**config.mk**
```make
export PLATFORM = sky130hd
export DESIGN_NAME = positional_array_insert_delete
export DESIGN_NICKNAME = d
export VERILOG_FILES = /design/src/design/piad_pkg.sv /design/src/design/piad_datapath.sv /design/src/design/piad_ctrl.sv /design/src/design/positional_array_insert_delete.sv
export SDC_FILE = /design/constraint.sdc
export NUM_CORES = 2
export LEC_CHECK = 0
export ABC_CLOCK_PERIOD_IN_PS = 7800
export BUFFER_PORTS_ARGS = -buffer_cell sky130_fd_sc_hd__buf_4
export CAP_MARGIN = 30
export CORE_MARGIN = 5
export CORE_UTILIZATION = 47
export DETAILED_ROUTE_END_ITERATION = 16
export GPL_TIMING_DRIVEN = 0
export PLACE_DENSITY_LB_ADDON = 0.2
export REMOVE_ABC_BUFFERS = 1
export SLEW_MARGIN = 25
export SYNTH_ARGS = -nofsm -noshare
export SYNTH_HDL_FRONTEND = slang
export SYNTH_SLANG_ARGS = --single-unit
```
**constraint.sdc**
```tcl
create_clock -name clock -period 7.8 [get_ports clock]
set_input_delay 0.39 -clock clock [delete_from_list [all_inputs] [get_ports clock]]
set_output_delay 0.39 -clock clock [all_outputs]
set_load 0.02 [all_outputs]
```
**src/design/piad_pkg.sv**
```systemverilog
`default_nettype none

package piad_pkg;

   // array geometry
   localparam int DEPTH  = 64;
   localparam int ADDR_W = $clog2(DEPTH);
   localparam int CNT_W  = $clog2(DEPTH + 1);

   // payload field widths
   localparam int OP_W   = 3;
   localparam int IDX_W  = 7;
   localparam int WORD_W = 32;
   localparam int LEN_W  = 7;
   localparam int ST_W   = 2;

   // common width for index against count compares
   localparam int CMP_W  = (IDX_W > CNT_W) ? IDX_W : CNT_W;

   // operation codes
   localparam logic [OP_W-1:0] OP_CLEAR  = 3'd0;
   localparam logic [OP_W-1:0] OP_APPEND = 3'd1;
   localparam logic [OP_W-1:0] OP_INSERT = 3'd2;
   localparam logic [OP_W-1:0] OP_DELETE = 3'd3;
   localparam logic [OP_W-1:0] OP_READ   = 3'd4;

   // status codes
   localparam logic [ST_W-1:0] ST_OK    = 2'd0;
   localparam logic [ST_W-1:0] ST_RANGE = 2'd1;
   localparam logic [ST_W-1:0] ST_FULL  = 2'd2;

   typedef struct packed {
      logic [OP_W-1:0]          operation;
      logic [IDX_W-1:0]         index;
      logic signed [WORD_W-1:0] value;
   } req_type;

   typedef struct packed {
      logic signed [WORD_W-1:0] read_value;
      logic [LEN_W-1:0]         length;
      logic [ST_W-1:0]          status;
   } rsp_type;

   // controller to datapath
   typedef struct packed {
      logic load;
      logic shift_start;
      logic shift_step;
      logic wr_new;
      logic rd_idx;
      logic publish;
   } cmd_type;

   // datapath to controller
   typedef struct packed {
      logic [OP_W-1:0] op;
      logic            ok;
      logic            shift_done;
      logic            out_free;
   } stat_type;

endpackage

`default_nettype wire

```
**src/design/piad_datapath.sv**
```systemverilog
`default_nettype none

module piad_datapath (
   input  logic               clock,
   input  logic               reset,
   input  piad_pkg::req_type  req_data,
   input  piad_pkg::cmd_type  cmd,
   output piad_pkg::stat_type stat,
   output piad_pkg::rsp_type  rsp_data,
   output logic               rsp_valid,
   input  logic               rsp_ready
);
   import piad_pkg::*;

   req_type             req_ff;
   logic [CNT_W-1:0]    count_ff, count_in;
   logic [CNT_W-1:0]    left_ff, left_in;
   logic [ADDR_W-1:0]   src_ff, src_in;
   logic [ADDR_W-1:0]   dst_ff, dst_in;
   logic                pend_ff, pend_in;
   logic [WORD_W-1:0]   words_ff [DEPTH];
   logic [WORD_W-1:0]   rdata_ff;
   rsp_type             rsp_ff, rsp_in;
   logic                rsp_valid_ff, rsp_valid_in;

   logic                is_ins;
   logic [CMP_W-1:0]    idx_w, cnt_w;
   logic [CNT_W-1:0]    idx_c;
   logic [ADDR_W-1:0]   idx_a;
   logic                range_err, full_err, ok;
   logic [ST_W-1:0]     status;
   logic                rd_en, wr_en;
   logic [ADDR_W-1:0]   rd_addr, wr_addr;
   logic [WORD_W-1:0]   wr_data;

   // request decode and checks
   always_comb begin
      is_ins = (req_ff.operation == OP_INSERT);
      idx_w  = CMP_W'(req_ff.index);
      cnt_w  = CMP_W'(count_ff);
      idx_c  = CNT_W'(req_ff.index);
      idx_a  = req_ff.index[ADDR_W-1:0];
      full_err  = 1'b0;
      range_err = 1'b0;
      unique case (req_ff.operation)
         OP_APPEND: full_err = (count_ff == CNT_W'(DEPTH));
         OP_INSERT: begin
            range_err = (idx_w > cnt_w);
            full_err  = (count_ff == CNT_W'(DEPTH));
         end
         OP_DELETE, OP_READ: range_err = (idx_w >= cnt_w);
         default: ;
      endcase
      ok = !range_err && !full_err;
      priority if (range_err) begin
         status = ST_RANGE;
      end else if (full_err) begin
         status = ST_FULL;
      end else begin
         status = ST_OK;
      end
   end

   // length after a successful operation
   always_comb begin
      count_in = count_ff;
      if (ok) begin
         unique case (req_ff.operation)
            OP_CLEAR:             count_in = '0;
            OP_APPEND, OP_INSERT: count_in = count_ff + 1'b1;
            OP_DELETE:            count_in = count_ff - 1'b1;
            default: ;
         endcase
      end
   end

   // shift sequencer: read one source per step, write it back on the next step
   always_comb begin
      src_in  = src_ff;
      dst_in  = dst_ff;
      left_in = left_ff;
      pend_in = 1'b0;
      if (cmd.shift_start) begin
         if (is_ins) begin
            src_in  = ADDR_W'(count_ff - 1'b1);
            left_in = count_ff - idx_c;
         end else begin
            src_in  = idx_a + 1'b1;
            left_in = count_ff - idx_c - 1'b1;
         end
      end else if (cmd.shift_step && (left_ff != '0)) begin
         src_in  = is_ins ? src_ff - 1'b1 : src_ff + 1'b1;
         dst_in  = is_ins ? src_ff + 1'b1 : src_ff - 1'b1;
         left_in = left_ff - 1'b1;
         pend_in = 1'b1;
      end
   end

   // memory port selection
   always_comb begin
      rd_en   = (cmd.shift_step && (left_ff != '0)) || cmd.rd_idx;
      rd_addr = cmd.rd_idx ? idx_a : src_ff;
      wr_en   = (cmd.shift_step && pend_ff) || cmd.wr_new;
      wr_addr = cmd.wr_new
                ? ((req_ff.operation == OP_APPEND) ? count_ff[ADDR_W-1:0] : idx_a)
                : dst_ff;
      wr_data = cmd.wr_new ? req_ff.value : rdata_ff;
   end

   // result register
   always_comb begin
      rsp_in            = rsp_ff;
      rsp_valid_in      = rsp_valid_ff && !rsp_ready;
      if (cmd.publish) begin
         rsp_in.read_value = ((req_ff.operation == OP_READ) && ok) ? rdata_ff : '0;
         rsp_in.length     = LEN_W'(count_in);
         rsp_in.status     = status;
         rsp_valid_in      = 1'b1;
      end
   end

   // word store
   always_ff @(posedge clock) begin
      if (wr_en) begin
         words_ff[wr_addr] <= wr_data;
      end
      if (rd_en) begin
         rdata_ff <= words_ff[rd_addr];
      end
   end

   // payload registers
   always_ff @(posedge clock) begin
      if (cmd.load) begin
         req_ff <= req_data;
      end
      src_ff <= src_in;
      dst_ff <= dst_in;
      rsp_ff <= rsp_in;
   end

   // control registers
   always_ff @(posedge clock) begin
      if (reset) begin
         count_ff     <= '0;
         left_ff      <= '0;
         pend_ff      <= 1'b0;
         rsp_valid_ff <= 1'b0;
      end else begin
         if (cmd.publish) begin
            count_ff <= count_in;
         end
         left_ff      <= left_in;
         pend_ff      <= pend_in;
         rsp_valid_ff <= rsp_valid_in;
      end
   end

   assign stat.op         = req_ff.operation;
   assign stat.ok         = ok;
   assign stat.shift_done = (left_ff == '0) && !pend_ff;
   assign stat.out_free   = !rsp_valid_ff || rsp_ready;
   assign rsp_data        = rsp_ff;
   assign rsp_valid       = rsp_valid_ff;

   // checks
   a_count_bound: assert property (@(posedge clock) disable iff (reset)
      count_ff <= CNT_W'(DEPTH))
      else $error("stored length beyond array depth");

   a_count_hold: assert property (@(posedge clock) disable iff (reset)
      !cmd.publish |=> $stable(count_ff))
      else $error("length changed outside a result publish");

   a_shift_wr_in_range: assert property (@(posedge clock) disable iff (reset)
      (cmd.shift_step && pend_ff) |-> (CNT_W'(dst_ff) <= count_ff))
      else $error("shift write beyond the stored words");

endmodule

`default_nettype wire

```
**src/design/piad_ctrl.sv**
```systemverilog
`default_nettype none

module piad_ctrl (
   input  logic               clock,
   input  logic               reset,
   input  logic               req_valid,
   output logic               req_ready,
   input  piad_pkg::stat_type stat,
   output piad_pkg::cmd_type  cmd
);
   import piad_pkg::*;

   typedef enum logic [5:0] {
      S_IDLE   = 6'b000001,
      S_DECODE = 6'b000010,
      S_SHIFT  = 6'b000100,
      S_WRITE  = 6'b001000,
      S_FETCH  = 6'b010000,
      S_RESP   = 6'b100000
   } state_type;

   state_type state_ff, state_in;

   // next state and commands
   always_comb begin
      state_in = state_ff;
      cmd      = '0;
      unique case (state_ff)
         S_IDLE: begin
            if (req_valid) begin
               cmd.load = 1'b1;
               state_in = S_DECODE;
            end
         end
         S_DECODE: begin
            if (!stat.ok) begin
               state_in = S_RESP;
            end else begin
               unique case (stat.op)
                  OP_APPEND: state_in = S_WRITE;
                  OP_INSERT, OP_DELETE: begin
                     cmd.shift_start = 1'b1;
                     state_in        = S_SHIFT;
                  end
                  OP_READ: state_in = S_FETCH;
                  default: state_in = S_RESP;
               endcase
            end
         end
         S_SHIFT: begin
            cmd.shift_step = 1'b1;
            if (stat.shift_done) begin
               state_in = (stat.op == OP_INSERT) ? S_WRITE : S_RESP;
            end
         end
         S_WRITE: begin
            cmd.wr_new = 1'b1;
            state_in   = S_RESP;
         end
         S_FETCH: begin
            cmd.rd_idx = 1'b1;
            state_in   = S_RESP;
         end
         S_RESP: begin
            if (stat.out_free) begin
               cmd.publish = 1'b1;
               state_in    = S_IDLE;
            end
         end
         default: state_in = S_IDLE;
      endcase
   end

   always_ff @(posedge clock) begin
      if (reset) begin
         state_ff <= S_IDLE;
      end else begin
         state_ff <= state_in;
      end
   end

   assign req_ready = (state_ff == S_IDLE);

   // checks
   a_one_in_flight: assert property (@(posedge clock) disable iff (reset)
      (req_valid && req_ready) |=> !req_ready)
      else $error("new transfer taken while an item is in flight");

   a_write_only_when_ok: assert property (@(posedge clock) disable iff (reset)
      (state_ff == S_WRITE) |-> (stat.ok && (stat.op == OP_APPEND || stat.op == OP_INSERT)))
      else $error("word write for a rejected or non-writing operation");

   a_state_onehot: assert property (@(posedge clock) disable iff (reset)
      $onehot(state_ff))
      else $error("controller state not one-hot");

endmodule

`default_nettype wire

```
**src/design/positional_array_insert_delete.sv**
```systemverilog
`default_nettype none

// channel   direction  handshake             payload
// req_      in         req_valid/req_ready   req_data  (operation, index, value)
// rsp_      out        rsp_valid/rsp_ready   rsp_data  (read_value, length, status)
//
// one item at a time; clear, rejected or unknown operations go straight to the result step,
//   append writes the word, read fetches it, delete shifts the later words down and
//   insert shifts them up then writes the new word (one word moved per cycle)
// the word store has one write and one registered read port, which sets the shift rate
// reset clears the length and the control state; stored words are not cleared
// a waiting result stalls only the publish step of the next item

module positional_array_insert_delete (
   input  logic              clock,
   input  logic              reset,
   input  logic              req_valid,
   output logic              req_ready,
   input  piad_pkg::req_type req_data,
   output logic              rsp_valid,
   input  logic              rsp_ready,
   output piad_pkg::rsp_type rsp_data
);
   import piad_pkg::*;

   cmd_type  cmd;
   stat_type stat;

   // sequencing
   piad_ctrl u_ctrl (
      .clock     (clock),
      .reset     (reset),
      .req_valid (req_valid),
      .req_ready (req_ready),
      .stat      (stat),
      .cmd       (cmd)
   );

   // word store, length and result register
   piad_datapath u_datapath (
      .clock     (clock),
      .reset     (reset),
      .req_data  (req_data),
      .cmd       (cmd),
      .stat      (stat),
      .rsp_data  (rsp_data),
      .rsp_valid (rsp_valid),
      .rsp_ready (rsp_ready)
   );

endmodule

`default_nettype wire

```
==> flow_summary_export.csv <==
group,metric,value,unit
setup_path,slowest_delay,0.79,ns
placement,io_buffer_count,88,
logic_synthesis,synth_edf_count,2175,
clocking,path_clk_slew,0.06,ns
layout,nets,5859,
global_route,overflow,0,
logic_synthesis,synth-seq-cells,2197,
clocking,cts_max_level,4,
routing,drc,0,
power,total_power,23900,uW
layout,drive_above_1_share,17.4,%
setup_path,endpoint,"u_datapath.rdata_ff[5]",
placement,place_worst_setup_slack,1.86,ns
setup_path,crit_path_end_kind,"flop",
clocking,insertion_delay,0.88,ns
power,swShare,20.6,%
logic_synthesis,yosysTopAreaCellShare,74.5,%
routing,firstDrtPassIters,5,
power,p_sw,4920,uW
global_route,grt_pass1_wl,394000,um
global_route,grt_use_total,28.0,%
layout,fin_util,56.6,%
sta,period_needed,6.05,ns
power,p_per_area,227,nW/um^2
placement,hpwlAfterDp,180000,um
setup_path,ff2ff_path_depth,12,
setup_path,cp_max_fo,36,
clocking,clk_root_buffer_cell,"clkbuf_16",
logic_synthesis,synth_common_cells,"edfxtp_1, nand2_1, a21oi_1, mux2i_1, clkbuf_1",
setup_path,required,8.34,ns
power,seqPwrFrac,53.9,%
sta,fmax,0.165,GHz
sta,relSlewSlack,29.4,%
setup_path,worstPathCellList,"nor2b_1 -> a21oi_4 -> nor2_8 -> buf_12 -> buf_12 -> buf_12 -> buf_12 -> buf_12 -> mux4_2 -> a2111oi_0 -> a211oi_1 -> a311o_1",
logic_synthesis,synth_ff_type,"edfxtp_1",
sta,setup_viol,0,
placement,globalplace.congestion,0.793,
floorplan,die_h,442,um
floorplan,die_area,195000,sq um
setup_path,r2r_start,"u_ctrl.state_ff[4]",
sta,hold_violations,0,
power,ir_drop,0.279,mV
outcome,outcome,"complete, no violations",
setup_path,crit_top_cell,"buf_12",
clocking,clk_path_buf_depth,3,
setup_path,crit_type,"flop to flop",
logic_synthesis,synth.area.top_cells,"edfxtp_1, mux4_2, nand2_1",
hold_path,hp-class,"primary input to flop",
routing,ant_nets,0,
setup_path,startpoint_type,"flop",
power,leakage,0.0348,uW
layout,regArea,65800,sq um
logic_synthesis,synth_seq_area_share,75.0,%
sta,period_share,77.5,%
sta,tightest_slew,1.06,ns
clocking,cts_tree,"built",
setup_path,cp_slowest_cell,"nor2b_1",
logic_synthesis,yosys.cell_types.count,87,
setup_path,worst-r2r-setup-slack,1.75,ns
sta,final_max_slew_viol_count,0,
layout,area_growth,19.8,%
floorplan,io_pins,89,
power,pwr-share-clk,43.8,%
sta,tns,0,ns
global_route,antenna_found_initial,6,
clocking,cts.repair.resized,0,
logic_synthesis,syn_inst,5486,
sta,rsz0062_at_grt,"false",
global_route,grt_pass1_vias,51855,
sta,skew,0.0410,ns
floorplan,initial_core_util,47.3,%
clocking,cts_made_buffers,220,
logic_synthesis,synth_most_common_cell,"edfxtp_1",
floorplan,dieWidth,442,um
run,cap_violations,0,
layout,multi_input_area,20800,sq um
logic_synthesis,avgSynthCellArea,16.0,sq um
logic_synthesis,yosysWarnings,0,
routing,via_count,54416,
clocking,cts.sinks,2197,
setup_path,arrival,6.58,ns
floorplan,core,185000,sq um
logic_synthesis,syn_area,87600,sq um
power,combPwrFrac,2.3,%
setup_path,critPathLaunch,"u_ctrl.state_ff[4]",
routing,viasPerCell,6.43,
logic_synthesis,async_flop_share,0,%
sta,setup_ws,1.75,ns
power,internal_power,18900,uW
floorplan,row_count,158,
routing,wl,280000,um
layout,fillCellCount,14130,
routing,wl_per_cell,33.1,um
logic_synthesis,synth.largest_area_cell,"edfxtp_1",
routing,drt_iter0_markers,8131,
setup_path,reg2reg_to,"u_datapath.rdata_ff[5]",
global_route,grt_max_degree,80,
==> logic make-up after synthesis <==
group / synth area share (%)
mux: 7.08
flops: 75.0
buf+inv: 2.35
compound gates: 7.92
simple gates: 7.09
fa+ha+maj: 0.237
xor+xnor: 0.290
==> per-stage QoR <==
step                instances  cell area, sq um  hold WS (ns)
floorplan                5129             85700         0.459
global placement         7697             89400         0.511
detailed placement       8008             97400         0.528
CTS                      8460            105000       0.00387
global route             8463            105000        0.0624
finish                   8467            105000        0.0407
==> metal layers <==
layer	track usage, %	vias to the layer above	routed length (um)
met5	0	-	7
met4	11.4	2	13700
met3	6.86	660	31800
met2	42.1	3539	125000
met1	39.5	27928	110000
li1	-	22287	-
==> critical path, delay by kind of cell (launching register included) <==
kind,cells,cell delay (ns)
DFF,1,0.51
AOI/OAI and AO/OA,4,2.06
and+or+nand+nor,2,1.26
buffers and inverters,5,1.26
muxes,1,0.53
==> flip-flops by register name (all words and copies together), names as in the netlist <==
name                  cells
u_datapath.words_ff    2048
u_datapath.rsp_valid      1
u_ctrl.state_ff           6
u_datapath.cnt_w          7
u_datapath.pend_ff        1
u_datapath.src_ff         6
u_datapath.idx_c          7
u_datapath.left_ff        7
u_datapath.rsp_data      41
u_datapath.rdata_ff      32
u_datapath.req_ff        32
u_datapath.dst_ff         6
u_datapath.stat           3
==> worst min path at each step <==
stage	start	endpoint	slack, ns	cells past startpoint
2_1_floorplan	reset	u_ctrl.state_ff[5]	0.46	1
4_1_cts	req_valid	u_ctrl.state_ff[2]	0.004	4
3_5_place_dp	u_datapath.left_ff[3]	u_datapath.left_ff[3]	0.53	2
5_1_grt	req_valid	u_ctrl.state_ff[2]	0.06	4
6_report	req_valid	u_ctrl.state_ff[2]	0.04	4
3_3_place_gp	u_datapath.left_ff[3]	u_datapath.left_ff[3]	0.51	2
==> final cells by class <==
type / count / share of cell area, %
clock buffers: 273 / 5.49
flip-flops and latches: 2197 / 62.6
well taps: 2480 / 2.95
clock inverters: 135 / 1.22
diodes: 4 / 0.00953
inverters: 24 / 0.0858
multi-input cells: 2908 / 19.8
repair buffers: 446 / 7.86
==> power by group through the flow <==
stage	clock network [uW]	logic (uW)	registers, uW
finish	10500	547	12900
global route	11000	581	12900
CTS	10500	545	12900
detailed placement	0	524	13100
global placement	0	522	13100
floorplan	0	304	13100
==> cell usage in the layout, fill, tap and decap left out, types with 28 or more instances in the layout <==
| cell | netlist | layout |
|---|---|---|
| nor3_1 | 62 | 62 |
| dlygate4sd3_1 | 0 | 44 |
| clkinv_2 | 0 | 45 |
| mux2i_1 | 267 | 267 |
| buf_4 | 32 | 99 |
| nor2_1 | 132 | 61 |
| o22ai_1 | 65 | 65 |
| edfxtp_1 | 2175 | 2175 |
| a2111oi_0 | 62 | 58 |
| buf_12 | 2 | 110 |
| nand3_1 | 128 | 127 |
| nand2_1 | 781 | 776 |
| nor2_4 | 1 | 69 |
| buf_16 | 0 | 164 |
| clkbuf_1 | 154 | 50 |
| a211oi_1 | 118 | 117 |
| a31oi_1 | 95 | 91 |
| clkinv_1 | 0 | 46 |
| and2_1 | 43 | 41 |
| o21ai_0 | 122 | 122 |
| o221ai_1 | 46 | 46 |
| clkbuf_16 | 0 | 223 |
| a21oi_1 | 300 | 296 |
| nand4_1 | 28 | 28 |
| and3_1 | 119 | 119 |
| mux4_2 | 140 | 140 |
==> what timing repair did <==
action / 4_1_cts / 5_1_grt
endpoints found under the hold margin: 56 / 0
hold buffers: 44 / 0
setup buffers: 0 / 0
Note: power is estimated with default switching activity, not from simulation.
